==> src/sv/cms_pkg.sv <==
// Shared types, constants and rotate helpers of the canonical minimizer stream.
// Used by cms_cell, cms_front and canonical_minimizer_stream.
`default_nettype none
package cms_pkg;
	localparam int MAX_K_DEF = 32;
	localparam int MAX_W_DEF = 64;
	localparam int CFG_IDX_W = 3;

	typedef enum logic [CFG_IDX_W-1:0] {
		REG_KMER_LEN   = 3'd0,
		REG_WINDOW_LEN = 3'd1,
		REG_SEED0      = 3'd2,
		REG_SEED1      = 3'd3,
		REG_SEED2      = 3'd4,
		REG_SEED3      = 3'd5
	} reg_idx_t;

	localparam logic [1:0] COMP_MASK = 2'b10;

	typedef struct packed {
		logic [15:0] key;
		logic [7:0]  lage;
		logic [7:0]  rage;
	} cell_t;

	typedef struct packed {
		logic [31:0] pos;
		logic [15:0] key;
		logic [6:0]  tg;
		logic        kmer_ok;
		logic        emit_ok;
		logic        eos;
	} front_t;

	function automatic logic [31:0] rotl(input logic [31:0] x, input logic [4:0] r);
		logic [63:0] d;
		d = {x, x} << r;
		return d[63:32];
	endfunction

	function automatic logic [31:0] rotr1(input logic [31:0] x);
		return {x[0], x[31:1]};
	endfunction
endpackage
`default_nettype wire

==> src/sv/cms_cell.sv <==
// One window cell: holds the prefix minimum of the newest keys and both tie ages.
// Depends on cms_pkg.
`default_nettype none
module cms_cell (
	input  wire logic          clk,
	input  wire logic          en,
	input  wire logic          prev_valid,
	input  wire logic [15:0]   new_key,
	input  wire cms_pkg::cell_t prev,
	output cms_pkg::cell_t     cur
);
	cms_pkg::cell_t cell_q;

	always_ff @(posedge clk) begin
		if (en) begin
			if (!prev_valid) begin
				cell_q.key  <= new_key;
				cell_q.lage <= '0;
				cell_q.rage <= '0;
			end else begin
				cell_q.key  <= (new_key <= prev.key) ? new_key : prev.key;
				cell_q.lage <= (new_key < prev.key) ? 8'd0 : prev.lage + 8'd1;
				cell_q.rage <= (new_key <= prev.key) ? 8'd0 : prev.rage + 8'd1;
			end
		end
	end

	assign cur = cell_q;
endmodule
`default_nettype wire

==> config.mk <==
export PLATFORM = sky130hd
export DESIGN_NAME = cms_cell
export DESIGN_NICKNAME = d
export VERILOG_FILES = /design/src/sv/cms_pkg.sv /design/src/sv/cms_cell.sv
export SDC_FILE = /design/constraint.sdc
export NUM_CORES = 1
export LEC_CHECK = 0
export BUFFER_PORTS_ARGS = -buffer_cell sky130_fd_sc_hd__buf_4
export CORE_MARGIN = 8
export CORE_UTILIZATION = 40
export CTS_CLUSTER_DIAMETER = 30
export CTS_CLUSTER_SIZE = 8
export DETAILED_ROUTE_END_ITERATION = 12
export PLACE_DENSITY = 0.74
export SLEW_MARGIN = 20
export SYNTH_ARGS = -nofsm -noshare
export SYNTH_HDL_FRONTEND = slang
export SYNTH_SLANG_ARGS = --single-unit
export TNS_END_PERCENT = 20
==> constraint.sdc <==
create_clock -name clk -period 4.2 [get_ports clk]
set_input_delay 1.05 -clock clk [delete_from_list [all_inputs] [get_ports clk]]
set_output_delay 1.05 -clock clk [all_outputs]
set_load 0.02 [all_outputs]
==> run_results.csv <==
group,metric,value,unit
placement,dpl.cell_count,361,
route,drc_errors,0,
floorplanning,ios,83,
logic_synthesis,asyncSetResetFlopFracSynth,0,%
logic_synthesis,synth-warning-count,0,
cts,cts_tree,"done",
cells_and_area,largest_register_ff_count,32,
grt,global_route_wire_length_before_repair,9.82,mm
cells_and_area,drive_above_1_share,38.7,%
worst_hold_path,min_path_cells,2,
timing,rsz_0062_raised_after_global_routing,"false",
logic_synthesis,synthFlopType,"edfxtp_1",
timing,fin_tns_setup,0,ps
cts,clock-root-buffer,"clkbuf_8",
cells_and_area,final_core_utilization,56.2,%
cts,clk_pin_slew,70,ps
cells_and_area,final_cell_mix,"buf_4 (88), edfxtp_1 (32), nand2_1 (22), nand4_1 (18), ha_1 (18)",
worst_setup_path,timing.critical_path.arrival,3090,ps
route,num_vias,1933,
worst_setup_path,worstPathCellList,"buf_4 -> inv_1 -> ha_1 -> nand4_2 -> nor4_4 -> o21ai_2 -> and4b_1 -> buf_4 -> o311ai_1",
cts,ctsLongestPathBuffers,2,
power,reported_net_switching_power,0.000282,W
placement,numPortBuffers,82,
route,drt_first_iter_violations,104,
logic_synthesis,synth.distinct_cells,32,
worst_setup_path,cpMaxStageDelayCell,"nor4_4",
grt,grt_overflow_total,0,
grt,vias_in_the_first_global_route,1990,
cts,cts_num_sinks,32,
cells_and_area,final_cell_count_no_fill,369,
cts,ctsResizeCount,0,
floorplanning,fp.dieH,91.5,um
placement,place_hpwl,4.48,mm
cts,cts-htree-levels,2,
cells_and_area,antennaDiodeCount,0,
route,route.detailed.vias_per_inst,5.24,
grt,grt_start_max_net_pins,33,
cells_and_area,filler_cell_count,506,
floorplanning,die_x,91.5,um
grt,number_of_antenna_violations_at_the_first_check_in_global_routing,0,
cells_and_area,most_frequent_standard_cell_in_the_layout_excluding_fill_and_tap_cells,"buf_4",
logic_synthesis,synth_seq_cells,32,
floorplanning,die_area,8380,um^2
timing,final_min_period_over_clock_period,71.3,%
worst_setup_path,worstSetupEndpointType,"register",
logic_synthesis,syn_avg_cell_area,10.8,um^2
logic_synthesis,syn_inst,212,
cells_and_area,nNetsFinal,365,
worst_setup_path,crit_path_max_incr_delay,380,ps
cts,postCtsSetupBuffers,0,
logic_synthesis,synth_fp_nets,281,
timing,finalHoldViolCount,0,
power,sw_frac_of_total,28.8,%
timing,pins_over_slew_limit,0,
route,drt-total-wl,5.96,mm
power,combinationalPowerShare,29.1,%
logic_synthesis,area_of_the_mapped_netlist,2280,um^2
power,pwr_density_cell,316,nW/um^2
timing,setup-violations-final,0,
worst_setup_path,path_class,"in2reg",
timing,achievable-frequency,334,MHz
worst_setup_path,crit_path_start_kind,"input pin",
power,p_leak,1.33,nW
power,pwr-share-seq,40.9,%
flow_run,max-cap-violations,0,
floorplanning,core_area,5510,um^2
floorplanning,floorplan.initialDensity,41.4,%
cells_and_area,areaGrowthSynthToFinish,35.7,%
power,power_frac_clock,30.1,%
worst_setup_path,worst-endpoint-required,4300,ps
worst_hold_path,hold_class,"in2reg",
floorplanning,std_cell_rows,27,
timing,max_slew_margin,69.9,%
logic_synthesis,synth_enable_flop_cells,32,
route,drtPass1Iterations,4,
cts,tritoncts.num_buffers,5,
power,internal_power_component,0.000697,W
placement,routability_congestion_estimate,0.768,
power,p_total,0.000979,W
timing,min_period,3000,ps
grt,grt_total_usage,14.3,%
worst_setup_path,cp_most_frequent_cell,"buf_4",
route,detail_route.wl_per_cell,16.1,um
route,route.antenna.remaining_nets,0,
logic_synthesis,seq_area_frac_synth,42.1,%
status,outcome,"completed",
worst_setup_path,critical_path.max_fanout,13,
power,vdd_drop_max,0.132,mV
timing,worst-slew-pin-transition,451,ps
cts,postCtsHoldBufs,0,
cell families after synthesis:
kind of cell,share of synthesized area (%)
adder cells (fa/ha/maj),9.87
AND/OR/NAND/NOR,23.9
buffers and inverters,5.60
flip-flops,42.1
XOR/XNOR,4.61
AO/OA/AOI/OAI,13.9
final timing paths:
path / from / to / slack (ps)
worst min-delay path: prev[8] / cur[8]$_SDFFCE_PP0P_ / 1070
worst max-delay path: prev[31] / cur[31]$_DFFE_PP_ / 1200
per-stage QoR:
step / hold slack, ps / worst slack (ps) / cell area (um^2)
after floorplan: 1160 / 1330 / 2280
after global routing: 1070 / 1060 / 3100
after detailed placement: 1370 / 933 / 2990
after CTS: 1060 / 1190 / 3100
after global placement: 1360 / 986 / 2990
final: 1070 / 1200 / 3100
routing by layer:
layer  track usage, %  up-vias  share of wire [%]
met5                0        -                  0
met4             6.28        0                2.0
met3             3.70       10                6.2
met2             24.1       66                 50
met1             16.8      897                 42
li1                 -      960                  -
cell usage after synthesis, types with 5 or more instances:
master	n	area share [%]
nand4_1	18	4.9
ha_1	18	9.9
nor3b_1	8	2.6
inv_1	17	2.8
o311ai_2	14	10
a21oi_1	5	1.1
xor2_1	9	3.5
nand3_1	9	2.0
nor3_1	8	1.8
clkbuf_1	7	1.2
edfxtp_1	32	42
nand2_1	22	3.6
nor2b_1	16	4.4
worst max-delay path: cells and delay by family:
| kind | cells | cell delay, ps |
|---|---|---|
| compound gates | 2 | 420 |
| fa+ha+maj | 1 | 330 |
| simple gates | 3 | 880 |
| buf+inv | 3 | 410 |
power by group through the flow:
stage                     logic [W]  clock network [W]  registers (W)
final                      0.000285           0.000294       0.000400
after global routing       0.000310           0.000312       0.000402
after CTS                  0.000288           0.000299       0.000400
after detailed placement   0.000286                  0       0.000406
after global placement     0.000282                  0       0.000407
after floorplan            0.000122                  0       0.000447
layout make-up:
class	count	area, um^2	area share (%)
clock buffers	6	72.6	2.34
clock inverters	2	35.0	1.13
inverters	17	63.8	2.06
multi-input cells	151	1190	38.5
flip-flops and latches	32	961	31.0
well taps	72	90.1	2.91
repair buffers	89	681	22.0
No activity file was read; power rests on OpenSTA's default activity.
