File: src/sv/cms_pkg.sv
// Shared types, constants and rotate helpers of the canonical minimizer stream.
// Used by cms_cell, cms_front and canonical_minimizer_stream.
`default_nettype none
package cms_pkg;
	localparam int MAX_K_DEF = 32;
	localparam int MAX_W_DEF = 64;
	localparam int CFG_IDX_W = 3;

	typedef enum logic [CFG_IDX_W-1:0] {
		REG_KMER_LEN   = 3'd0,
		REG_WINDOW_LEN = 3'd1,
		REG_SEED0      = 3'd2,
		REG_SEED1      = 3'd3,
		REG_SEED2      = 3'd4,
		REG_SEED3      = 3'd5
	} reg_idx_t;

	localparam logic [1:0] COMP_MASK = 2'b10;

	typedef struct packed {
		logic [15:0] key;
		logic [7:0]  lage;
		logic [7:0]  rage;
	} cell_t;

	typedef struct packed {
		logic [31:0] pos;
		logic [15:0] key;
		logic [6:0]  tg;
		logic        kmer_ok;
		logic        emit_ok;
		logic        eos;
	} front_t;

	function automatic logic [31:0] rotl(input logic [31:0] x, input logic [4:0] r);
		logic [63:0] d;
		d = {x, x} << r;
		return d[63:32];
	endfunction

	function automatic logic [31:0] rotr1(input logic [31:0] x);
		return {x[0], x[31:1]};
	endfunction
endpackage
`default_nettype wire

File: src/sv/cms_front.sv
// Front stage: rolling ntHash pair, base history memory, counters.
// Depends on cms_pkg.
`default_nettype none
module cms_front #(
	parameter int MAX_K = cms_pkg::MAX_K_DEF,
	parameter int MAX_W = cms_pkg::MAX_W_DEF,
	localparam int HD = MAX_K + MAX_W,
	localparam int HW = $clog2(HD),
	localparam int KW = $clog2(MAX_K + 1),
	localparam int LW = $clog2(HD)
) (
	input  wire logic          clk,
	input  wire logic          arst_n,
	input  wire logic          take,
	input  wire logic [1:0]    base,
	input  wire logic          end_of_sequence,
	input  wire logic [KW-1:0] k_eff,
	input  wire logic [LW-1:0] l_eff,
	input  wire logic [31:0]   seed [4],
	output cms_pkg::front_t    word_s1
);
	logic [31:0] fh_q, rh_q, n_q;
	logic [6:0]  tg_q;
	logic [1:0]  hist_q [HD];
	logic [HW-1:0] wp_q;
	logic [1:0]  rem_q, old_q;

	logic [31:0] k32, l32, km1;
	logic [4:0]  rot;
	logic        kmer_ok, drop_ok;
	logic [HW-1:0] nx_slot, ra_rem, ra_old;
	logic [HW:0] t_rem, t_old;
	logic [1:0]  rem, old_b;
	logic [31:0] fo, ro, h;
	logic [6:0]  tg_nx;

	always_comb begin
		k32 = 32'(k_eff);
		l32 = 32'(l_eff);
		km1 = k32 - 32'd1;
		rot = km1[4:0];
		kmer_ok = n_q >= km1;
		drop_ok = n_q >= l32;
		nx_slot = wp_q;
		if (take)
			nx_slot = (wp_q == HW'(HD - 1)) ? '0 : wp_q + HW'(1);
		t_rem = (HW+1)'(nx_slot) + (HW+1)'(HD) - (HW+1)'(km1);
		ra_rem = (t_rem >= (HW+1)'(HD)) ? HW'(t_rem - (HW+1)'(HD)) : HW'(t_rem);
		t_old = (HW+1)'(nx_slot) + (HW+1)'(HD) - (HW+1)'(l32);
		ra_old = (t_old >= (HW+1)'(HD)) ? HW'(t_old - (HW+1)'(HD)) : HW'(t_old);
		rem = (k32 == 32'd1) ? base : rem_q;
		old_b = old_q;
		fo = {fh_q[30:0], fh_q[31]} ^ seed[base];
		ro = cms_pkg::rotr1(rh_q) ^ cms_pkg::rotl(seed[base ^ cms_pkg::COMP_MASK], rot);
		h = fo + ro;
		tg_nx = tg_q + 7'(base[1]);
		if (drop_ok)
			tg_nx = tg_nx - 7'(old_b[1]);
	end

	// prefetch the leaving bases of the next word
	always_ff @(posedge clk) begin
		if (take)
			hist_q[wp_q] <= base;
		rem_q <= (take && km1 == 32'd1) ? base : hist_q[ra_rem];
		old_q <= (take && l32 == 32'd1) ? base : hist_q[ra_old];
	end

	always_ff @(posedge clk) begin
		if (take) begin
			word_s1.pos     <= n_q - km1;
			word_s1.key     <= h[31:16];
			word_s1.tg      <= tg_nx;
			word_s1.kmer_ok <= kmer_ok;
			word_s1.emit_ok <= l_eff[0] && (n_q >= l32 - 32'd1);
			word_s1.eos     <= end_of_sequence;
		end
	end

	always_ff @(posedge clk or negedge arst_n) begin
		if (!arst_n) begin
			fh_q <= '0;
			rh_q <= '0;
			n_q  <= '0;
			tg_q <= '0;
			wp_q <= '0;
		end else if (take) begin
			wp_q <= nx_slot;
			if (end_of_sequence) begin
				fh_q <= '0;
				rh_q <= '0;
				n_q  <= '0;
				tg_q <= '0;
			end else begin
				fh_q <= kmer_ok ? (fo ^ cms_pkg::rotl(seed[rem], rot)) : fo;
				rh_q <= kmer_ok ? (ro ^ seed[rem ^ cms_pkg::COMP_MASK]) : ro;
				n_q  <= n_q + 32'd1;
				tg_q <= tg_nx;
			end
		end
	end
endmodule
`default_nettype wire

File: config.mk
export PLATFORM = sky130hd
export DESIGN_NAME = cms_front
export DESIGN_NICKNAME = d
export VERILOG_FILES = /design/src/sv/cms_pkg.sv /design/src/sv/cms_front.sv
export SDC_FILE = /design/constraint.sdc
export NUM_CORES = 1
export LEC_CHECK = 0
export BUFFER_PORTS_ARGS = -buffer_cell sky130_fd_sc_hd__buf_2
export CORE_AREA = 2 2 231 233
export DETAILED_ROUTE_END_ITERATION = 8
export DIE_AREA = 0 0 233 235
export PLACE_DENSITY_LB_ADDON = 0.12
export SLEW_MARGIN = 40
export SYNTH_ARGS = -nofsm -noshare
export SYNTH_HDL_FRONTEND = slang
export SYNTH_SLANG_ARGS = --single-unit
File: constraint.sdc
create_clock -name clk -period 4.4 [get_ports clk]
set_input_delay 0.88 -clock clk [delete_from_list [all_inputs] [get_ports clk]]
set_output_delay 0.88 -clock clk [all_outputs]
set_load 0.005 [all_outputs]
==> results.py <==
metrics = {
    "outcome": {
        "outcome": "finished with violations",
        "failed_checks": "setup timing",
    },
    "final_layout": {
        "filler_cell_count": 3570,
        "fin_area_um2": 37900,
        "sequential_cell_area_um2": 10300,
        "layout_cells_sized_above_1_pct": 41.0,
        "layout.nets": 3501,
        "syn2layout_area_growth_pct": 31.3,
        "area_used_by_multi_input_combinational_logic_um2": 18500,
        "instances_no_fill": 3943,
        "antenna-diode-count": 0,
    },
    "grt": {
        "grt_antenna_before_repair": 4,
        "grt_first_pass_wirelength_um": 149000,
        "grt_overflow_total": 0,
        "grt_pass1_vias": 24700,
        "gr-usage-all-layers_pct": 36.3,
        "grt_max_degree": 101,
    },
    "sta": {
        "fmaxAchievable_mhz": 178,
        "worst_clock_skew_ps": 19.3,
        "period_needed_ps": 5630,
        "setup-tns-final_ps": -13310,
        "timing.final.max_slew_violations": 0,
        "timing.slew.headroom_pct": 44.5,
        "report.final.hold_viol_count": 0,
        "rsz0062_at_grt": "true",
        "worst_slew_pin_slew_ps": 830,
        "final.period_utilization_pct": 128,
        "timing.final.ws_setup_ps": -1230,
        "setup_viol": 21,
    },
    "setup_path": {
        "worstSetupPathType": "input pin to flip-flop",
        "timing.critical_path.fanout_max": 8,
        "critPathLaunch": "k_eff[0]",
        "worst_ep_required_time_ps": 4720,
        "startpoint_type": "input pin",
        "rr_startpoint": "wp_q[5]",
        "r2r_setup_slack_ps": 130,
        "worst-endpoint-arrival_ps": 5950,
        "end_kind": "flip-flop",
    },
    "floorplanning": {
        "floorplan.io_pins": 205,
        "chipHeight_um": 235,
        "floorplan.die_area_um2": 54800,
        "die_w_um": 233,
        "core_area_um2": 52200,
        "rows": 84,
        "initial_utilization_pct": 55.3,
    },
    "detailed_routing": {
        "num_vias": 25000,
        "drt_pass1_iterations": 5,
        "wl_um": 100000,
        "drcViolationCount": 0,
        "postRouteAntennaNets": 0,
        "post_drt_wl_per_cell_um": 25.3,
        "number_of_vias_per_cell_after_detailed_routing": 6.34,
        "initialDrtViolationCount": 2336,
    },
    "logic_synthesis": {
        "synth_cells": 2488,
        "synth_seq_area_share_pct": 35.7,
        "synth.distinct_cells": 73,
        "yosysTopAreaCellShare_pct": 26.0,
        "synth.yosys.warnings": 0,
        "synth.largest_area_cell": "sky130_fd_sc_hd__edfxtp_1",
        "synth_area_leaders": "sky130_fd_sc_hd__edfxtp_1 (26%), sky130_fd_sc_hd__mux4_2 (19%), sky130_fd_sc_hd__mux2i_1 (11%)",
        "netlist_area_um2": 28900,
        "synth_enable_flop_cells": 250,
        "synthArstFlopShare_pct": 30.3,
        "yosys_register_bits": 363,
        "synth_area_per_cell_um2": 11.6,
        "synth_top_flop_cell": "sky130_fd_sc_hd__edfxtp_1",
        "mappedNetlistNets": 2765,
    },
    "cts": {
        "cts_htree_levels": 2,
        "number_of_buffers_added_by_the_clock_tree_synthesis_step": 41,
        "clk_latency_ps": 580,
        "cts_hold_repair_buffers": 0,
        "tritoncts": "done",
        "worst_path_clk_slew_ps": 60,
        "max-clock-path-buffers": 3,
        "clockRootBuffer": "sky130_fd_sc_hd__clkbuf_16",
        "clkSinkCount": 363,
    },
    "place": {
        "placement.cell_area_um2": 36100,
        "io_buffer_count": 204,
        "post-dp-hpwl_um": 77400,
        "place_inst": 3850,
        "gpl.final_weighted_congestion": 1.04,
    },
    "power_and_ir_drop": {
        "ir_drop_uv": 420,
        "power_density_nw_per_um2": 583,
        "cellLeakagePower_uw": 0.0160,
    },
    "worst_hold_path": {
        "hp-class": "input pin to asynchronous set/reset pin",
    },
    "job": {
        "max_cap_viol_count": 0,
    },
}
==> critical path, stage by stage <==
cell and delay [ps]:
sky130_fd_sc_hd__buf_12 90, sky130_fd_sc_hd__inv_12 30, sky130_fd_sc_hd__ha_4 290, sky130_fd_sc_hd__buf_12 160, sky130_fd_sc_hd__buf_12 140, sky130_fd_sc_hd__buf_4 120, sky130_fd_sc_hd__mux4_2 290, sky130_fd_sc_hd__mux2i_2 200
sky130_fd_sc_hd__nand2_1 90, sky130_fd_sc_hd__nand2_2 120, sky130_fd_sc_hd__mux2i_2 110, sky130_fd_sc_hd__mux4_2 520, sky130_fd_sc_hd__xnor2_2 160, sky130_fd_sc_hd__ha_1 290, sky130_fd_sc_hd__a21o_1 190, sky130_fd_sc_hd__a21o_1 160
sky130_fd_sc_hd__a21o_1 150, sky130_fd_sc_hd__a21o_1 170, sky130_fd_sc_hd__a21oi_2 160, sky130_fd_sc_hd__nor4b_2 190, sky130_fd_sc_hd__a21bo_2 260, sky130_fd_sc_hd__a221o_1 340, sky130_fd_sc_hd__a221o_1 350, sky130_fd_sc_hd__a21oi_2 190
sky130_fd_sc_hd__o21ai_2 90, sky130_fd_sc_hd__a21oi_2 140, sky130_fd_sc_hd__xnor2_1 70
==> final cells by class <==
cell class	count	share of cell area [%]
Clock buffer	52	2.90
Clock inverter	22	0.703
Inverter	122	1.25
Multi-Input combinational cell	1852	48.7
Sequential cell	363	27.2
Tap cell	688	2.27
Timing Repair Buffer	844	17.0
==> cells in the final DEF (no fill, tap or decap), types with 16 or more instances in the layout <==
| cell | Yosys | layout |
|---|---|---|
| sky130_fd_sc_hd__buf_4 | 2 | 590 |
| sky130_fd_sc_hd__mux2i_1 | 328 | 311 |
| sky130_fd_sc_hd__edfxtp_1 | 250 | 250 |
| sky130_fd_sc_hd__mux4_2 | 240 | 240 |
| sky130_fd_sc_hd__buf_2 | 24 | 198 |
| sky130_fd_sc_hd__nor2_1 | 178 | 176 |
| sky130_fd_sc_hd__xnor2_1 | 184 | 173 |
| sky130_fd_sc_hd__ha_1 | 127 | 120 |
| sky130_fd_sc_hd__inv_1 | 119 | 117 |
| sky130_fd_sc_hd__dfrtp_1 | 110 | 110 |
| sky130_fd_sc_hd__nand2_1 | 112 | 107 |
| sky130_fd_sc_hd__a21oi_1 | 94 | 76 |
| sky130_fd_sc_hd__o22ai_1 | 67 | 67 |
| sky130_fd_sc_hd__a21o_1 | 53 | 53 |
| sky130_fd_sc_hd__nand3_1 | 47 | 47 |
| sky130_fd_sc_hd__clkbuf_16 | 0 | 44 |
| sky130_fd_sc_hd__o21ai_0 | 63 | 42 |
| sky130_fd_sc_hd__xor2_1 | 44 | 40 |
| sky130_fd_sc_hd__buf_12 | 0 | 40 |
| sky130_fd_sc_hd__nor3b_2 | 0 | 32 |
| sky130_fd_sc_hd__nand4_1 | 23 | 23 |
| sky130_fd_sc_hd__nor3_1 | 54 | 21 |
| sky130_fd_sc_hd__nor3_2 | 0 | 19 |
| sky130_fd_sc_hd__mux2_2 | 22 | 19 |
| sky130_fd_sc_hd__a21oi_2 | 2 | 19 |
| sky130_fd_sc_hd__nand2b_1 | 18 | 17 |
| sky130_fd_sc_hd__o21ai_1 | 1 | 16 |
==> cells in the mapped netlist (all sizes together) (15+ instances only) <==
library cell and count:
dfrtp 110, mux2 22, nand4 23, nand2 112
xnor2 184, mux2i 328, and3 15, nand3 47
o21ai 65, clkbuf 84, nand2b 18, o22ai 67
inv 121, a21oi 96, nor2b 17, xor2 44
mux4 240, ha 127, nor3 54, a21o 53
nor2 178, buf 67, edfxtp 250, nor3b 34
==> where the power goes <==
part / switching, uW / internal [uW] / leakage, uW / total [uW]
Clock: 1460 / 2030 / 0.000665 / 3490
Combinational: 7250 / 7070 / 0.0116 / 14300
Sequential: 145 / 4140 / 0.00372 / 4290
==> final timing paths <==
kind / cells past startpoint / end
setup reg to reg: 21 / rem_q[1]
hold / removal: 1 / n_q[20]
hold reg to reg: 2 / tg_q[0]
max in group asynchronous: 2 / fh_q[12]
setup / recovery: 27 / word_s1[25]
min in group clk: 2 / tg_q[0]
==> routing by layer <==
metal / GRT usage [%] / up-vias / routed length [um]
li1: - / 11000 / -
met1: 52.8 / 12500 / 41800
met2: 53.3 / 1303 / 43600
met3: 10.6 / 173 / 11700
met4: 9.81 / 6 / 2890
met5: 0 / - / 36
==> metrics by stage <==
stage	setup WS (ps)	util [%]	hold WS, ps	total power, uW
after floorplan	-2520	-	497	12200
after global placement	-1870	69.1	513	17600
after detailed placement	-1930	69.1	525	17900
after CTS	-1180	72.2	364	21600
after global routing	-1420	72.6	405	23100
final	-1230	72.6	353	22100
==> flip-flops by register name (all words and copies together), names as in the netlist <==
register / flops
n_q: 32
word_s1: 58
old_b: 1
rh_q: 32
hist_q: 192
rem_q: 2
fh_q: 32
wp_q: 7
tg_q: 7
==> cell families after synthesis <==
| group | synth area share (%) |
|---|---|
| muxes | 30.9 |
| and+or+nand+nor | 8.94 |
| AOI/OAI and AO/OA | 8.02 |
| DFF | 35.7 |
| buffers and inverters | 3.76 |
| xor gates and xnor gates | 6.91 |
| adders and majority gates | 5.71 |
==> timing repair <==
action,4_1_cts,5_1_grt
setup endpoints to repair,83,87
buffers inserted,13,9
resized for setup,38,28
cloned,1,2
pin swaps,15,11
(Power assumes the default switching activity.)
